==> src/udpfc_pkg.sv <==
package udpfc_pkg;

  localparam int ETH_HDR_LEN = 14;
  localparam int IP_MIN_HDR = 20;
  localparam int UDP_HDR_LEN = 8;

  localparam logic [15:0] ETHERTYPE_IPV4 = 16'h0800;
  localparam logic [3:0] IP_VERSION4 = 4'd4;
  localparam logic [7:0] PROTO_UDP = 8'd17;
  localparam logic [15:0] DHCP_SERVER_PORT = 16'd67;
  localparam logic [15:0] DHCP_CLIENT_PORT = 16'd68;
  localparam logic [15:0] TEXT_PORT_RESET = 16'd5000;

  // Fixed byte positions of the Ethernet and IPv4 header fields.
  localparam int POS_ETYPE_HI = 12;
  localparam int POS_ETYPE_LO = 13;
  localparam int POS_VER_IHL = 14;
  localparam int POS_TOTLEN_HI = 16;
  localparam int POS_TOTLEN_LO = 17;
  localparam int POS_PROTOCOL = 23;
  localparam int POS_SRC_IP0 = 26;
  localparam int POS_SRC_IP1 = 27;
  localparam int POS_SRC_IP2 = 28;
  localparam int POS_SRC_IP3 = 29;

  typedef enum logic [1:0] {
    KIND_DROP  = 2'd0,
    KIND_DHCP  = 2'd1,
    KIND_TEXT  = 2'd2,
    KIND_OTHER = 2'd3
  } kind_e;

  typedef enum logic [2:0] {
    DROP_NONE      = 3'd0,
    DROP_RUNT      = 3'd1,
    DROP_ETHERTYPE = 3'd2,
    DROP_IP_SHORT  = 3'd3,
    DROP_IHL       = 3'd4,
    DROP_TOTAL_LEN = 3'd5,
    DROP_NOT_UDP   = 3'd6,
    DROP_OVERSIZE  = 3'd7
  } drop_e;

  typedef struct packed {
    logic [7:0] frame_byte;
    logic       last_byte;
  } udpfc_in_t;

  typedef struct packed {
    kind_e       kind;
    drop_e       drop_reason;
    logic [31:0] source_ip;
    logic [15:0] source_port;
    logic [15:0] dest_port;
    logic [6:0]  payload_offset;
    logic [11:0] payload_length;
  } udpfc_out_t;

  typedef struct packed {
    logic [15:0] ether_type;
    logic [7:0]  version_ihl;
    logic [15:0] ip_total_length;
    logic [7:0]  ip_protocol;
    logic [31:0] src_address;
    logic [15:0] udp_length;
    logic [15:0] udp_sport;
    logic [15:0] udp_dport;
  } udpfc_hdr_t;

endpackage

==> src/udpfc_classify.sv <==
module udpfc_classify #(
  parameter int MAX_FRAME_BYTES = 2048,
  parameter int CNT_W = 12
) (
  input  udpfc_pkg::udpfc_hdr_t hdr_i,
  input  logic [CNT_W-1:0]      len_i,
  input  logic [15:0]           text_port_i,
  output udpfc_pkg::udpfc_out_t res_o
);
  import udpfc_pkg::*;

  logic [16:0] len_w;
  logic [16:0] ihl_w;
  logic [16:0] tot_w;
  logic [16:0] ulen_w;
  logic [16:0] len_m_eth;
  logic [16:0] tot_c;
  logic [16:0] ulen_c;
  logic        oversize;
  drop_e       reason;
  kind_e       kind;

  always_comb begin
    len_w     = 17'(len_i);
    ihl_w     = 17'({hdr_i.version_ihl[3:0], 2'b00});
    tot_w     = 17'(hdr_i.ip_total_length);
    ulen_w    = 17'(hdr_i.udp_length);
    len_m_eth = len_w - 17'(ETH_HDR_LEN);
    oversize  = len_i > CNT_W'(MAX_FRAME_BYTES);

    // The IP total length may not run past the end of the frame.
    if (tot_w + 17'(ETH_HDR_LEN) > len_w) begin
      tot_c = len_m_eth;
    end else begin
      tot_c = tot_w;
    end

    if (oversize) begin
      reason = DROP_OVERSIZE;
    end else if (len_w < 17'(ETH_HDR_LEN)) begin
      reason = DROP_RUNT;
    end else if (hdr_i.ether_type != ETHERTYPE_IPV4) begin
      reason = DROP_ETHERTYPE;
    end else if (len_m_eth < 17'(IP_MIN_HDR) || hdr_i.version_ihl[7:4] != IP_VERSION4) begin
      reason = DROP_IP_SHORT;
    end else if (ihl_w < 17'(IP_MIN_HDR) || len_w < 17'(ETH_HDR_LEN) + ihl_w) begin
      reason = DROP_IHL;
    end else if (tot_w < ihl_w) begin
      reason = DROP_TOTAL_LEN;
    end else if (hdr_i.ip_protocol != PROTO_UDP || tot_c < ihl_w + 17'(UDP_HDR_LEN)) begin
      reason = DROP_NOT_UDP;
    end else begin
      reason = DROP_NONE;
    end

    // A UDP length that is too short or overruns the datagram is replaced
    // by what the IP header leaves for it.
    if (ulen_w < 17'(UDP_HDR_LEN) || ihl_w + ulen_w > tot_c) begin
      ulen_c = tot_c - ihl_w;
    end else begin
      ulen_c = ulen_w;
    end

    if (hdr_i.udp_sport == DHCP_SERVER_PORT && hdr_i.udp_dport == DHCP_CLIENT_PORT) begin
      kind = KIND_DHCP;
    end else if (hdr_i.udp_dport == text_port_i) begin
      kind = KIND_TEXT;
    end else begin
      kind = KIND_OTHER;
    end

    res_o = '0;
    res_o.kind = KIND_DROP;
    res_o.drop_reason = reason;
    if (reason == DROP_NONE) begin
      res_o.kind           = kind;
      res_o.source_ip      = hdr_i.src_address;
      res_o.source_port    = hdr_i.udp_sport;
      res_o.dest_port      = hdr_i.udp_dport;
      res_o.payload_offset = 7'(ETH_HDR_LEN + UDP_HDR_LEN) + 7'(ihl_w[5:0]);
      res_o.payload_length = 12'(ulen_c - 17'(UDP_HDR_LEN));
    end
  end

endmodule

==> src/udp_frame_classifier.sv <==
// Ethernet / IPv4 / UDP receive header classifier.
//
// The input channel carries one frame byte per request together with a
// last-byte flag. Header fields are captured as their bytes go by; on the
// last byte of a frame the block emits one descriptor on the output
// channel with the verdict, drop reason, source address and ports, and the
// payload offset and length. Bytes other than the last produce nothing.
//
// One byte is accepted per cycle while in_stall_o is low, frame after
// frame with no gap. The edge that accepts the last byte loads the
// frame snapshot register; the descriptor then moves on into the output
// register. The classification checks sit between those two registers.
//
// When the receiver stalls, the output register holds its descriptor and
// the snapshot register holds the next one; the input is stalled only when
// both are full and the output cannot move. The user must write the text
// port register through cfg_we_i / cfg_wdata_i only while no frame is in
// flight; the block does not enforce this. Reset clears the byte counter,
// captured headers and both valid flags, and loads the text port with 5000.
module udp_frame_classifier #(
  parameter int MAX_FRAME_BYTES = 2048
) (
  input  logic                  clk_i,
  input  logic                  rst_ni,
  input  logic                  in_valid_i,
  output logic                  in_stall_o,
  input  udpfc_pkg::udpfc_in_t  in_data_i,
  output logic                  out_valid_o,
  input  logic                  out_stall_i,
  output udpfc_pkg::udpfc_out_t out_data_o,
  input  logic                  cfg_we_i,
  input  logic [15:0]           cfg_wdata_i
);
  import udpfc_pkg::*;

  // The counter saturates at MAX_FRAME_BYTES + 1.
  localparam int CNT_W = $clog2(MAX_FRAME_BYTES + 2);

  logic [CNT_W-1:0] cnt_q, cnt_d, cnt_inc;
  udpfc_hdr_t       hdr_q, hdr_d, hdr_cap;
  logic [15:0]      text_port_q;

  udpfc_hdr_t       snap_hdr_q;
  logic [CNT_W-1:0] snap_len_q;
  logic             snap_vld_q, snap_vld_d;

  udpfc_out_t       out_q, res;
  logic             out_vld_q, out_vld_d;

  logic             out_rdy, snap_adv, snap_free, in_acc, cap_en;
  logic [CNT_W-1:0] pos, udp_base;
  logic [7:0]       b;

  assign out_rdy    = !out_vld_q || !out_stall_i;
  assign snap_adv   = snap_vld_q && out_rdy;
  assign snap_free  = !snap_vld_q || out_rdy;
  assign in_stall_o = !snap_free;
  assign in_acc     = in_valid_i && snap_free;

  assign out_valid_o = out_vld_q;
  assign out_data_o  = out_q;

  always_comb begin
    pos      = cnt_q;
    b        = in_data_i.frame_byte;
    cap_en   = in_acc && (cnt_q <= CNT_W'(MAX_FRAME_BYTES));
    udp_base = CNT_W'(ETH_HDR_LEN) + CNT_W'({hdr_q.version_ihl[3:0], 2'b00});
    hdr_cap  = hdr_q;
    cnt_inc  = cnt_q;

    if (cap_en) begin
      cnt_inc = cnt_q + CNT_W'(1);
      if (pos == CNT_W'(POS_ETYPE_HI))  hdr_cap.ether_type[15:8]      = b;
      if (pos == CNT_W'(POS_ETYPE_LO))  hdr_cap.ether_type[7:0]       = b;
      if (pos == CNT_W'(POS_VER_IHL))   hdr_cap.version_ihl           = b;
      if (pos == CNT_W'(POS_TOTLEN_HI)) hdr_cap.ip_total_length[15:8] = b;
      if (pos == CNT_W'(POS_TOTLEN_LO)) hdr_cap.ip_total_length[7:0]  = b;
      if (pos == CNT_W'(POS_PROTOCOL))  hdr_cap.ip_protocol           = b;
      if (pos == CNT_W'(POS_SRC_IP0))   hdr_cap.src_address[31:24]    = b;
      if (pos == CNT_W'(POS_SRC_IP1))   hdr_cap.src_address[23:16]    = b;
      if (pos == CNT_W'(POS_SRC_IP2))   hdr_cap.src_address[15:8]     = b;
      if (pos == CNT_W'(POS_SRC_IP3))   hdr_cap.src_address[7:0]      = b;
      // UDP header positions follow the IHL captured earlier in the frame.
      if (pos > CNT_W'(POS_VER_IHL)) begin
        if (pos == udp_base)                hdr_cap.udp_sport[15:8]  = b;
        if (pos == udp_base + CNT_W'(1))    hdr_cap.udp_sport[7:0]   = b;
        if (pos == udp_base + CNT_W'(2))    hdr_cap.udp_dport[15:8]  = b;
        if (pos == udp_base + CNT_W'(3))    hdr_cap.udp_dport[7:0]   = b;
        if (pos == udp_base + CNT_W'(4))    hdr_cap.udp_length[15:8] = b;
        if (pos == udp_base + CNT_W'(5))    hdr_cap.udp_length[7:0]  = b;
      end
    end

    if (in_acc && in_data_i.last_byte) begin
      cnt_d = '0;
      hdr_d = '0;
    end else begin
      cnt_d = cnt_inc;
      hdr_d = hdr_cap;
    end

    if (in_acc && in_data_i.last_byte) begin
      snap_vld_d = 1'b1;
    end else if (snap_adv) begin
      snap_vld_d = 1'b0;
    end else begin
      snap_vld_d = snap_vld_q;
    end

    if (snap_adv) begin
      out_vld_d = 1'b1;
    end else if (!out_stall_i) begin
      out_vld_d = 1'b0;
    end else begin
      out_vld_d = out_vld_q;
    end
  end

  udpfc_classify #(
    .MAX_FRAME_BYTES(MAX_FRAME_BYTES),
    .CNT_W(CNT_W)
  ) u_classify (
    .hdr_i(snap_hdr_q),
    .len_i(snap_len_q),
    .text_port_i(text_port_q),
    .res_o(res)
  );

  always_ff @(posedge clk_i or negedge rst_ni) begin
    if (!rst_ni) begin
      cnt_q       <= '0;
      hdr_q       <= '0;
      snap_vld_q  <= 1'b0;
      out_vld_q   <= 1'b0;
      text_port_q <= TEXT_PORT_RESET;
    end else begin
      cnt_q      <= cnt_d;
      hdr_q      <= hdr_d;
      snap_vld_q <= snap_vld_d;
      out_vld_q  <= out_vld_d;
      if (cfg_we_i) begin
        text_port_q <= cfg_wdata_i;
      end
    end
  end

  always_ff @(posedge clk_i) begin
    if (in_acc && in_data_i.last_byte) begin
      snap_hdr_q <= hdr_cap;
      snap_len_q <= cnt_inc;
    end
    if (snap_adv) begin
      out_q <= res;
    end
  end

endmodule

==> config.mk <==
export PLATFORM = sky130hd
export DESIGN_NAME = udp_frame_classifier
export DESIGN_NICKNAME = d
export VERILOG_FILES = /design/src/udpfc_pkg.sv /design/src/udpfc_classify.sv /design/src/udp_frame_classifier.sv
export SDC_FILE = /design/constraint.sdc
export NUM_CORES = 1
export LEC_CHECK = 0
export BUFFER_PORTS_ARGS = -buffer_cell sky130_fd_sc_hd__buf_2
export CAP_MARGIN = 10
export CORE_MARGIN = 2
export CORE_UTILIZATION = 30
export CTS_CLUSTER_DIAMETER = 100
export DETAILED_ROUTE_END_ITERATION = 6
export HOLD_SLACK_MARGIN = 0.12
export SYNTH_ARGS = -nofsm -noshare
export SYNTH_HDL_FRONTEND = slang
export SYNTH_SLANG_ARGS = --single-unit
==> constraint.sdc <==
create_clock -name clk_i -period 8.2 [get_ports clk_i]
set_clock_uncertainty 0.2 [all_clocks]
set_input_delay 1.23 -clock clk_i [delete_from_list [all_inputs] [get_ports clk_i]]
set_output_delay 1.23 -clock clk_i [all_outputs]
set_load 0.03 [all_outputs]
==> run summary, run 1 <==
Async SR Flop Fraction: 41.04%
Num CTS Buffers: 38
Sw Ratio: 24.22%
Clock Path Buffers: 3
Total GRT Usage: 13.13%
DRC: 0
Crit start category: register
Ys flop type: edfxtp_1
Setup slack, reg-to-reg: 1.43 ns
Yosys warning total: 0
WP data required: 8.36 ns
Pre-CTS setup slack: 1.559 ns
CTS tree: built
Mapped Area: 0.01780 mm2
Met1 Use GR: 19.06%
Initial antenna violation count: 0
NumNets Final: 1557
Min-delay src: snap_vld_q
Avg WL per Cell: 17.89 um
Period utilization: 82.50%
Met3 usage: 2.368%
Seq/Total Area, Yosys: 60.55%
IO Pins: 120
Switching power: 1042 uW
Final setup fails: 0
Layout cells sized above 1: 23.99%
Distinct cell type count after synthesis: 67
Leakage power: 0.008631 uW
Setup crit end kind: register
RSZ-0062 raised after global routing: false
RePlAce Congestion: 0.9184
Std-Cell Rows: 89
IO Port Bufs: 118
Reg2Reg Depth: 23
Vias in the first global route: 10600
Remaining antenna violation count after routing: 0
Grt peak-use layer: met2
Drt pass-1 iters: 5
First-pass GRT wire length: 62510 um
F_max: 147.8 MHz
Area Growth Syn to Fin: 14.84%
Area share of the largest cell type after synthesis: 38.30%
Max Transition Viols Final: 0
Peak VDD IR: 126.1 uV
Sink count of the clock tree: 385
Die W: 247.6 um
Hold Path Class: register to register
Synth Area per Inst: 13.15 um2
Status: completed
Core ar.: 0.05880 mm2
Clk pwr share: 39.8%
Rel. slew slack: 27.81%
Crit Path Class: register to register
Internal: 3260 uW
Post-DR vias/cell: 4.702
Number of enable flip-flop cells after synthesis: 227
Crit path arrival time: 6.93 ns
Max-capacitance violation count: 0
Reg2reg start: snap_hdr_q[91]
Final hold vios: 0
# H-tree levels: 2
Routed WL: 40510 um
Die H: 247.6 um
Total setup buffers inserted after CTS: 0
Root buf cell: clkbuf_16
Worst hold slack: 0.2964 ns
Setup ws final: 1.435 ns
Gate power share: 9.5%
Post-Syn Instances: 1353
Starting density of the core: 30.27%
#FFs+latches synth: 385
R2R Path End: out_data_o[11]
GR Util met2: 20.51%
Seq pwr share: 50.7%
CTS clk-pin slew, worst paths: 0.06 ns
Most frequent cells in the layout: edfxtp_1 (227), and2_1 (202), dfrtp_1 (153), mux2_2 (146), buf_2 (117)
CTS Hold Bufs: 0
Clock latency at the later pin of the worst-skew pair: 0.53 ns
Detailed Route Iter0 Violations: 667
Total die area: 0.06129 mm2
Minimum clock period after layout: 6.765 ns
Post-synth top area cell: edfxtp_1
TNS Setup: 0 ns
Post-synth net total: 1447
Ant diodes: 0
Worst Hold Endpoint: out_valid_o
CP max FO: 21
Area contributors post-synth: edfxtp_1 (38%), dfrtp_1 (22%), mux2_2 (9.2%)
Worst slew pin tran: 1.073 ns
Hold path cells: 1
Aggregate global routing overflow: 0
PostCTS Resize Cnt: 0
Pin count of the biggest net entering global routing: 89
DR vias: 10650
Most common cell after layout, fill and taps aside: edfxtp_1
Hpwl dp: 27260 um
Pwr/cell area: 210.5 mW/mm2
[power by group through the flow]
stage          sequential, uW  combinational (uW)  clock [uW]
5_1_grt                  2190                 454        1830
3_3_place_gp             2220                 409           0
4_1_cts                  2180                 414        1760
3_5_place_dp             2220                 412           0
6_report                 2180                 410        1710
2_1_floorplan            2250                 238           0
[how the worst max path moves through the flow]
stage                         startpoint              to  slack [ns]  cells after the start
final                     snap_hdr_q[91]  out_data_o[11]        1.43                     23
after global routing      snap_hdr_q[94]  out_data_o[11]        0.90                     24
after CTS                 snap_hdr_q[91]  out_data_o[11]        1.49                     23
after detailed placement  snap_hdr_q[91]  out_data_o[11]        1.56                     23
after global placement    snap_hdr_q[91]  out_data_o[11]        1.65                     21
after floorplan              out_stall_i   out_data_o[0]        2.09                      1
[critical path, cell delays in order, from the launching register on]
cell       delay, ns
edfxtp_1        0.48
nor3_2          0.46
nor3_1          0.13
xor2_1          0.17
ha_1            0.31
nand3_1         0.12
nor3_1          0.25
o21ai_0         0.12
a22o_1          0.27
nand2_1         0.62
nor2_1          0.08
nor2_1          0.32
inv_1           0.09
ha_1            0.31
nand3_1         0.11
o21bai_1        0.17
a311o_1         0.35
o2111ai_1       0.10
o21ai_0         0.17
nand2_1         0.54
mux2_2          0.46
nand2b_1        0.19
or4_1           0.41
a21oi_1         0.18
[cell type report]
| type | count | area (um2) |
|---|---|---|
| inverter | 39 | 148.9 |
| clock buffer | 62 | 1155 |
| multi-input combinational | 873 | 6665 |
| tap | 773 | 967.2 |
| timing repair buffer | 126 | 656.9 |
| sequential | 385 | 10780 |
| fill | 5788 | 38360 |
| clock inverter | 7 | 70.07 |
[synth_stat cells, types with 4 or more instances]
cell type and count:
a211oi_1 7, a21o_1 7, a21oi_1 32, and2_1 202
and2_2 7, and3_1 4, buf_2 9, clkbuf_1 38
clkbuf_2 4, dfrtp_1 153, dfstp_2 5, edfxtp_1 227
ha_1 62, inv_1 38, mux2_2 146, mux2i_1 10
nand2_1 47, nand2_2 4, nand2b_1 9, nand3_1 27
nand4_1 20, nor2_1 63, nor2b_1 7, nor3_1 18
nor4_1 19, nor4b_1 5, o21a_1 7, o21ai_0 22
or3_1 6, or4_1 5, xnor2_1 54, xor2_1 33
[cells by family after synthesis]
kind of cell             after synthesis  synth area share [%]
AND/OR/NAND/NOR                      463                 14.94
XOR/XNOR                              87                 4.281
AO/OA/AOI/OAI                        102                 3.691
multiplexers                         156                 9.800
adder cells (fa/ha/maj)               64                 4.583
other                                  1               0.02107
buffers and inverters                 95                 2.137
flip-flops                           385                 60.55
[stage by stage]
| step | area [um2] | utilization [%] | total power (uW) | cells |
|---|---|---|---|---|
| after floorplan | 17800 | - | 2491 | 1353 |
| after detailed placement | 19210 | 32.68 | 2631 | 2196 |
| final | 20440 | 34.76 | 4302 | 2265 |
| after global routing | 20440 | 34.76 | 4475 | 2265 |
| after global placement | 19210 | 32.68 | 2626 | 2196 |
| after CTS | 20440 | 34.76 | 4357 | 2265 |
[registers in the layout, summed over array words and instances, names as in the netlist]
signal       count
hdr_q          128
snap_hdr_q     128
out_data_o      87
text_port_q     16
cnt_q           12
snap_len_q      12
out_valid_o      1
snap_vld_q       1
[metal layers]
metal / vias up / wire length [um]
met4: 0 / 675
met1: 5353 / 19460
li1: 5030 / -
met3: 58 / 1846
met5: - / 0
met2: 210 / 18530
Power figures use the tool's default switching activity.
==> inputs of run 2 (changes only) <==
- clock period: 8.2 -> 6.55 ns (I/O delays scaled with it)
==> run 2 against run 1 <==
Total power grew 24%; combinational power increased by 26%; first-iteration DRC count is 1.6% lower; worst hold slack better by 0.020 ns; global-route usage up 0.099 points; clock power increased by 23%; routed wire length fell by 0.18%; critical endpoint unchanged; largest power group unchanged; highest routed layer unchanged.
==> run summary, run 2 (same netlist as run 1, synthesis figures left out) <==
Final hold vios: 0 (unchanged)
Drt pass-1 iters: 5 (unchanged)
Detailed Route Iter0 Violations: 656 (was 667)
Final setup fails: 0 (unchanged)
DR vias: 10650 (about the same)
TNS Setup: 0 ns (unchanged)
NumNets Final: 1565 (was 1557)
Avg WL per Cell: 17.79 um (was 17.89 um)
Crit path to: out_data_o[11] (unchanged)
Setup crit end kind: register (unchanged)
Pin count of the biggest net entering global routing: 97 (was 89)
Layout cells sized above 1: 24.53% (was 23.99%)
CTS tree: built (unchanged)
Setup slack, reg-to-reg: 0.55 ns (was 1.43 ns)
Crit start category: register (unchanged)
Die H: 247.6 um (unchanged)
Total setup buffers inserted after CTS: 0 (unchanged)
CP max stage cell: o21ai_0 (was nand2_1)
Most frequent cells in the layout: edfxtp_1 (227), and2_1 (201), dfrtp_1 (153), mux2_2 (146), buf_2 (117) (was edfxtp_1 (227), and2_1 (202), dfrtp_1 (153), mux2_2 (146), buf_2 (117))
RSZ-0062 raised after global routing: false (unchanged)
Max Transition Viols Final: 0 (unchanged)
Crit Path Class: register to register (unchanged)
Total GRT Usage: 13.23% (was 13.13%)
Overall power: 5348 uW (was 4302 uW)
Final Core Density: 34.84% (was 34.76%)
Clock Path Buffers: 3 (unchanged)
Rel. slew slack: 32.16% (was 27.81%)
Placed cell area: 0.01929 mm2 (was 0.01921 mm2)
Ant diodes: 0 (unchanged)
Min-delay src: snap_vld_q (unchanged)
Status: completed (unchanged)
Leakage power: 0.008660 uW (was 0.008631 uW)
Routed WL: 40440 um (was 40510 um)
CTS Hold Bufs: 0 (unchanged)
Root buf cell: clkbuf_16 (unchanged)
Most common cell after layout, fill and taps aside: edfxtp_1 (unchanged)
PostCTS Resize Cnt: 0 (unchanged)
Post-DR vias/cell: 4.684 (was 4.702)
Aggregate global routing overflow: 0 (unchanged)
Area Growth Syn to Fin: 15.10% (was 14.84%)
R2R Path End: out_data_o[11] (unchanged)
F_max: 166.6 MHz (was 147.8 MHz)
IO Pins: 120 (unchanged)
DRC: 0 (unchanged)
Worst hold slack: 0.3169 ns (was 0.2964 ns)
CTS clk-pin slew, worst paths: 0.06 ns (about the same)
RePlAce Congestion: 0.9270 (was 0.9184)
Hpwl dp: 27070 um (was 27260 um)
Vias in the first global route: 10700 (was 10600)
Max-capacitance violation count: 0 (unchanged)
IO Port Bufs: 118 (unchanged)
Sink count of the clock tree: 385 (unchanged)
Num CTS Buffers: 38 (unchanged)
Reg2reg start: snap_hdr_q[89] (was snap_hdr_q[91])
Pwr/cell area: 261.1 mW/mm2 (was 210.5 mW/mm2)
Hold Path Class: register to register (unchanged)
Sequential cell area: 0.01078 mm2 (unchanged)
Die W: 247.6 um (unchanged)
Remaining antenna violation count after routing: 0 (unchanged)
Std-Cell Rows: 89 (unchanged)
Worst slew pin tran: 1.018 ns (was 1.073 ns)
CP max stage delay: 0.43 ns (was 0.62 ns)
Reg2Reg Depth: 26 (was 23)
CP max FO: 8 (was 21)
Core ar.: 0.05880 mm2 (unchanged)
Period utilization: 91.63% (was 82.50%)
Critical Path Source: snap_hdr_q[89] (was snap_hdr_q[91])
Clock latency at the later pin of the worst-skew pair: 0.54 ns (was 0.53 ns)
Fin area: 0.02049 mm2 (was 0.02044 mm2)
Starting density of the core: 30.27% (unchanged)
Total die area: 0.06129 mm2 (unchanged)
Area of the multi-input gates: 0.006675 mm2 (was 0.006665 mm2)
Crit path arrival time: 6.19 ns (was 6.93 ns)
First-pass GRT wire length: 63140 um (was 62510 um)
WP data required: 6.73 ns (was 8.36 ns)
Initial antenna violation count: 0 (unchanged)
# H-tree levels: 2 (unchanged)
Filler Cell Count: 5742 (was 5788)
Minimum clock period after layout: 6.002 ns (was 6.765 ns)
Peak VDD IR: 181.9 uV (was 126.1 uV)
run 2: cell types whose count changed in the layout (fill, tap and decap cells not counted), sizes merged:
cell and delta:
clkinv +5, buf +8, inv +1, clkbuf -6
run 2: power breakdown:
part	total [uW]	switching [uW]	internal, uW
Combinational	518	346	172
Clock	2100	903	1200
Sequential	2730	64.6	2660
Total	5350	1310	4030
run 2: worst min path at each step:
stage                     endpoint  slack [ns]  depth (start not counted)
CTS                    out_valid_o        0.32                          1
global route        out_data_o[80]        0.34                          1
finish                 out_valid_o        0.32                          1
floorplan              out_valid_o        0.24                          1
detailed placement     out_valid_o        0.29                          1
global placement       out_valid_o        0.28                          1
run 2: layout make-up:
| class | count | area share, % |
|---|---|---|
| clock buffers | 56 | 5.326 |
| multi-input cells | 873 | 32.58 |
| flip-flops and latches | 385 | 52.60 |
| inverters | 39 | 0.7268 |
| well taps | 773 | 4.721 |
| repair buffers | 134 | 3.561 |
| clock inverters | 13 | 0.4764 |
run 2: layer usage:
layer	wire length, um	vias to the layer above	GRT usage [%]
met5	0	-	0
met4	745	0	3.223
met3	1774	49	2.595
met2	18350	201	20.72
met1	19570	5371	18.83
li1	-	5025	-
run 2: critical path: cells and delay by family, from the launching register on:
kind,cells,cell delay (ns)
compound gates,8,1.78
buf+inv,2,0.31
flops,1,0.42
xor+xnor,1,0.17
simple gates,11,1.79
fa+ha+maj,3,0.81
mux,1,0.37
run 2: through the flow:
stage / std cells / setup WS, ns
2_1_floorplan: 1353 / 0.6906
3_3_place_gp: 2204 / 0.5271
3_5_place_dp: 2204 / 0.4048
4_1_cts: 2273 / 0.3686
5_1_grt: 2273 / 0.04333
6_report: 2273 / 0.5484
==> inputs of run 3 (changes only) <==
- CAP_MARGIN: 10 -> 5
- CELL_PAD_IN_SITES_DETAIL_PLACEMENT: unset -> 1
- CELL_PAD_IN_SITES_GLOBAL_PLACEMENT: unset -> 2
- PLACE_DENSITY_LB_ADDON: unset -> 0.1
==> run 3 against run 2 <==
Final area is 1.5% higher; non-clock buffer count is 12 higher; count of clock-buffer cells in the layout is 12 higher; combinational power is 8.5% higher; flip-flop and latch count stayed put; routed wire length is 21% higher; critical path depth stayed put; global-route usage is 3.1 points higher; register-to-register slack hardly changed; first-iteration DRC count is 26% lower.
==> run summary, run 3 (same netlist as run 1, synthesis figures left out) <==
Status: completed (unchanged)
Placed cell area: 0.01936 mm2 (was 0.01929 mm2)
Seq pwr share: 48.2% (was 51.0%)
Overall power: 5664 uW (was 5348 uW)
Setup crit end kind: register (unchanged)
Crit start category: register (unchanged)
Clk pwr share: 41.8% (was 39.3%)
Sw Ratio: 25.54% (was 24.56%)
Area Growth Syn to Fin: 16.84% (was 15.10%)
Reg2reg start: snap_hdr_q[90] (was snap_hdr_q[89])
TNS Setup: 0 ns (unchanged)
CP max FO: 8 (unchanged)
Aggregate global routing overflow: 0 (unchanged)
Gate power share: 9.9% (was 9.7%)
WP data required: 6.78 ns (was 6.73 ns)
Starting density of the core: 30.27% (unchanged)
Setup slack, reg-to-reg: 0.54 ns (was 0.55 ns)
CTS tree: built (unchanged)
R2R Path End: out_data_o[11] (unchanged)
DR vias: 10800 (was 10650)
Root buf cell: clkbuf_16 (unchanged)
Hold Path Class: input pin to async pin (was register to register)
Clock Path Buffers: 3 (unchanged)
Total GRT Usage: 16.35% (was 13.23%)
Detailed Route Iter0 Violations: 488 (was 656)
Sink count of the clock tree: 385 (unchanged)
Remaining antenna violation count after routing: 0 (unchanged)
F_max: 166.3 MHz (was 166.6 MHz)
RSZ-0062 raised after global routing: false (unchanged)
Final setup fails: 0 (unchanged)
Period utilization: 91.80% (was 91.63%)
Num CTS Buffers: 44 (was 38)
Ant diodes: 0 (unchanged)
Worst slew pin tran: 1.051 ns (was 1.018 ns)
First-pass GRT wire length: 74540 um (was 63140 um)
CTS Hold Bufs: 0 (unchanged)
Placed cell count: 2214 (was 2204)
Avg WL per Cell: 21.29 um (was 17.79 um)
Die H: 247.6 um (unchanged)
NumNets Final: 1583 (was 1565)
Crit path arrival time: 6.24 ns (was 6.19 ns)
Drt pass-1 iters: 4 (was 5)
Internal: 4218 uW (was 4035 uW)
Max Transition Viols Final: 0 (unchanged)
Routed WL: 48920 um (was 40440 um)
RePlAce Congestion: 0.8134 (was 0.9270)
Clock latency at the later pin of the worst-skew pair: 0.58 ns (was 0.54 ns)
Rel. slew slack: 29.93% (was 32.16%)
Max-capacitance violation count: 0 (unchanged)
Most common cell after layout, fill and taps aside: edfxtp_1 (unchanged)
IO Port Bufs: 118 (unchanged)
Minimum clock period after layout: 6.013 ns (was 6.002 ns)
Vias in the first global route: 11540 (was 10700)
Hpwl dp: 32630 um (was 27070 um)
Most frequent cells in the layout: edfxtp_1 (227), and2_1 (201), dfrtp_1 (153), mux2_2 (146), buf_2 (117) (unchanged)
Layout cells sized above 1: 25.38% (was 24.53%)
Peak VDD IR: 173.6 uV (was 181.9 uV)
Non-filler cells in the finished layout: 2298 (was 2273)
DRC: 0 (unchanged)
Post-DR vias/cell: 4.701 (was 4.684)
Initial antenna violation count: 1 (was 0)
Die W: 247.6 um (unchanged)
Reg2Reg Depth: 26 (unchanged)
Core ar.: 0.05880 mm2 (unchanged)
IO Pins: 120 (unchanged)
CTS clk-pin slew, worst paths: 0.06 ns (about the same)
# H-tree levels: 2 (unchanged)
Total die area: 0.06129 mm2 (unchanged)
Std-Cell Rows: 89 (unchanged)
Fin area: 0.02079 mm2 (was 0.02049 mm2)
Leakage power: 0.008797 uW (was 0.008660 uW)
Crit Path Class: register to register (unchanged)
Pin count of the biggest net entering global routing: 110 (was 97)
Final hold vios: 0 (unchanged)
Pwr/cell area: 272.4 mW/mm2 (was 261.1 mW/mm2)
Worst hold slack: 0.2367 ns (was 0.3169 ns)
Switching power: 1446 uW (was 1313 uW)
==> run 3: how the worst max path moves through the flow <==
stage / from / to / slack [ns] / cells past startpoint
6_report: snap_hdr_q[90] / out_data_o[11] / 0.54 / 26
5_1_grt: snap_hdr_q[90] / out_data_o[11] / 0.02 / 26
4_1_cts: snap_hdr_q[91] / out_data_o[11] / 0.32 / 22
3_5_place_dp: snap_hdr_q[91] / out_data_o[11] / 0.35 / 22
3_3_place_gp: snap_hdr_q[91] / out_data_o[11] / 0.42 / 24
2_1_floorplan: out_stall_i / out_data_o[0] / 0.69 / 1
==> run 3: routing by layer <==
| layer | vias up | global-route usage [%] | wire (um) |
|---|---|---|---|
| met4 | 0 | 3.646 | 772 |
| li1 | 5066 | - | - |
| met2 | 138 | 27.63 | 23890 |
| met5 | - | 0 | 0 |
| met1 | 5541 | 22.36 | 22500 |
| met3 | 59 | 2.130 | 1763 |
==> run 3: timing repair <==
item,4_1_cts,5_1_grt
setup buffers,0,2
resized for setup,0,10
setup endpoints to repair,0,5
==> run 3: layout make-up <==
class,count,area (um2)
Timing Repair Buffer,146,819.5
Clock inverter,14,118.9
Clock buffer,68,1262
Tap cell,773,967.2
Multi-Input combinational cell,873,6699
Sequential cell,385,10780
Fill cell,6231,38000
Inverter,39,151.4
==> run 3: through the flow <==
stage                     worst slack [ns]  util, %
final                               0.5373    35.37
after global routing               0.02099    35.37
after CTS                           0.3205    35.28
after detailed placement            0.3510    32.94
after global placement              0.4159    32.94
after floorplan                     0.6906        -
==> run 3: power groups by stage <==
| stage | combinational, uW | clock, uW | sequential, uW |
|---|---|---|---|
| after floorplan | 298 | 0 | 2820 |
| after global placement | 571 | 0 | 2780 |
| after detailed placement | 573 | 0 | 2780 |
| after CTS | 575 | 2460 | 2730 |
| after global routing | 631 | 2550 | 2740 |
| final | 562 | 2370 | 2730 |
==> run 3: critical path, stage by stage, from the launching register on <==
cell	delay (ns)
edfxtp_1	0.47
inv_1	0.10
ha_1	0.23
nand2b_1	0.16
nand3_1	0.12
xnor2_1	0.17
ha_1	0.34
nand3_1	0.15
nor3_2	0.24
o21ai_0	0.14
a22o_1	0.28
nand2_1	0.21
buf_4	0.22
mux2i_4	0.28
ha_1	0.21
inv_1	0.06
fa_1	0.41
nand3_1	0.12
and2_1	0.18
nand3_1	0.13
xnor2_1	0.17
a21oi_1	0.18
a21oi_1	0.07
mux2_2	0.32
nand2b_1	0.17
or4_1	0.40
a21oi_1	0.15
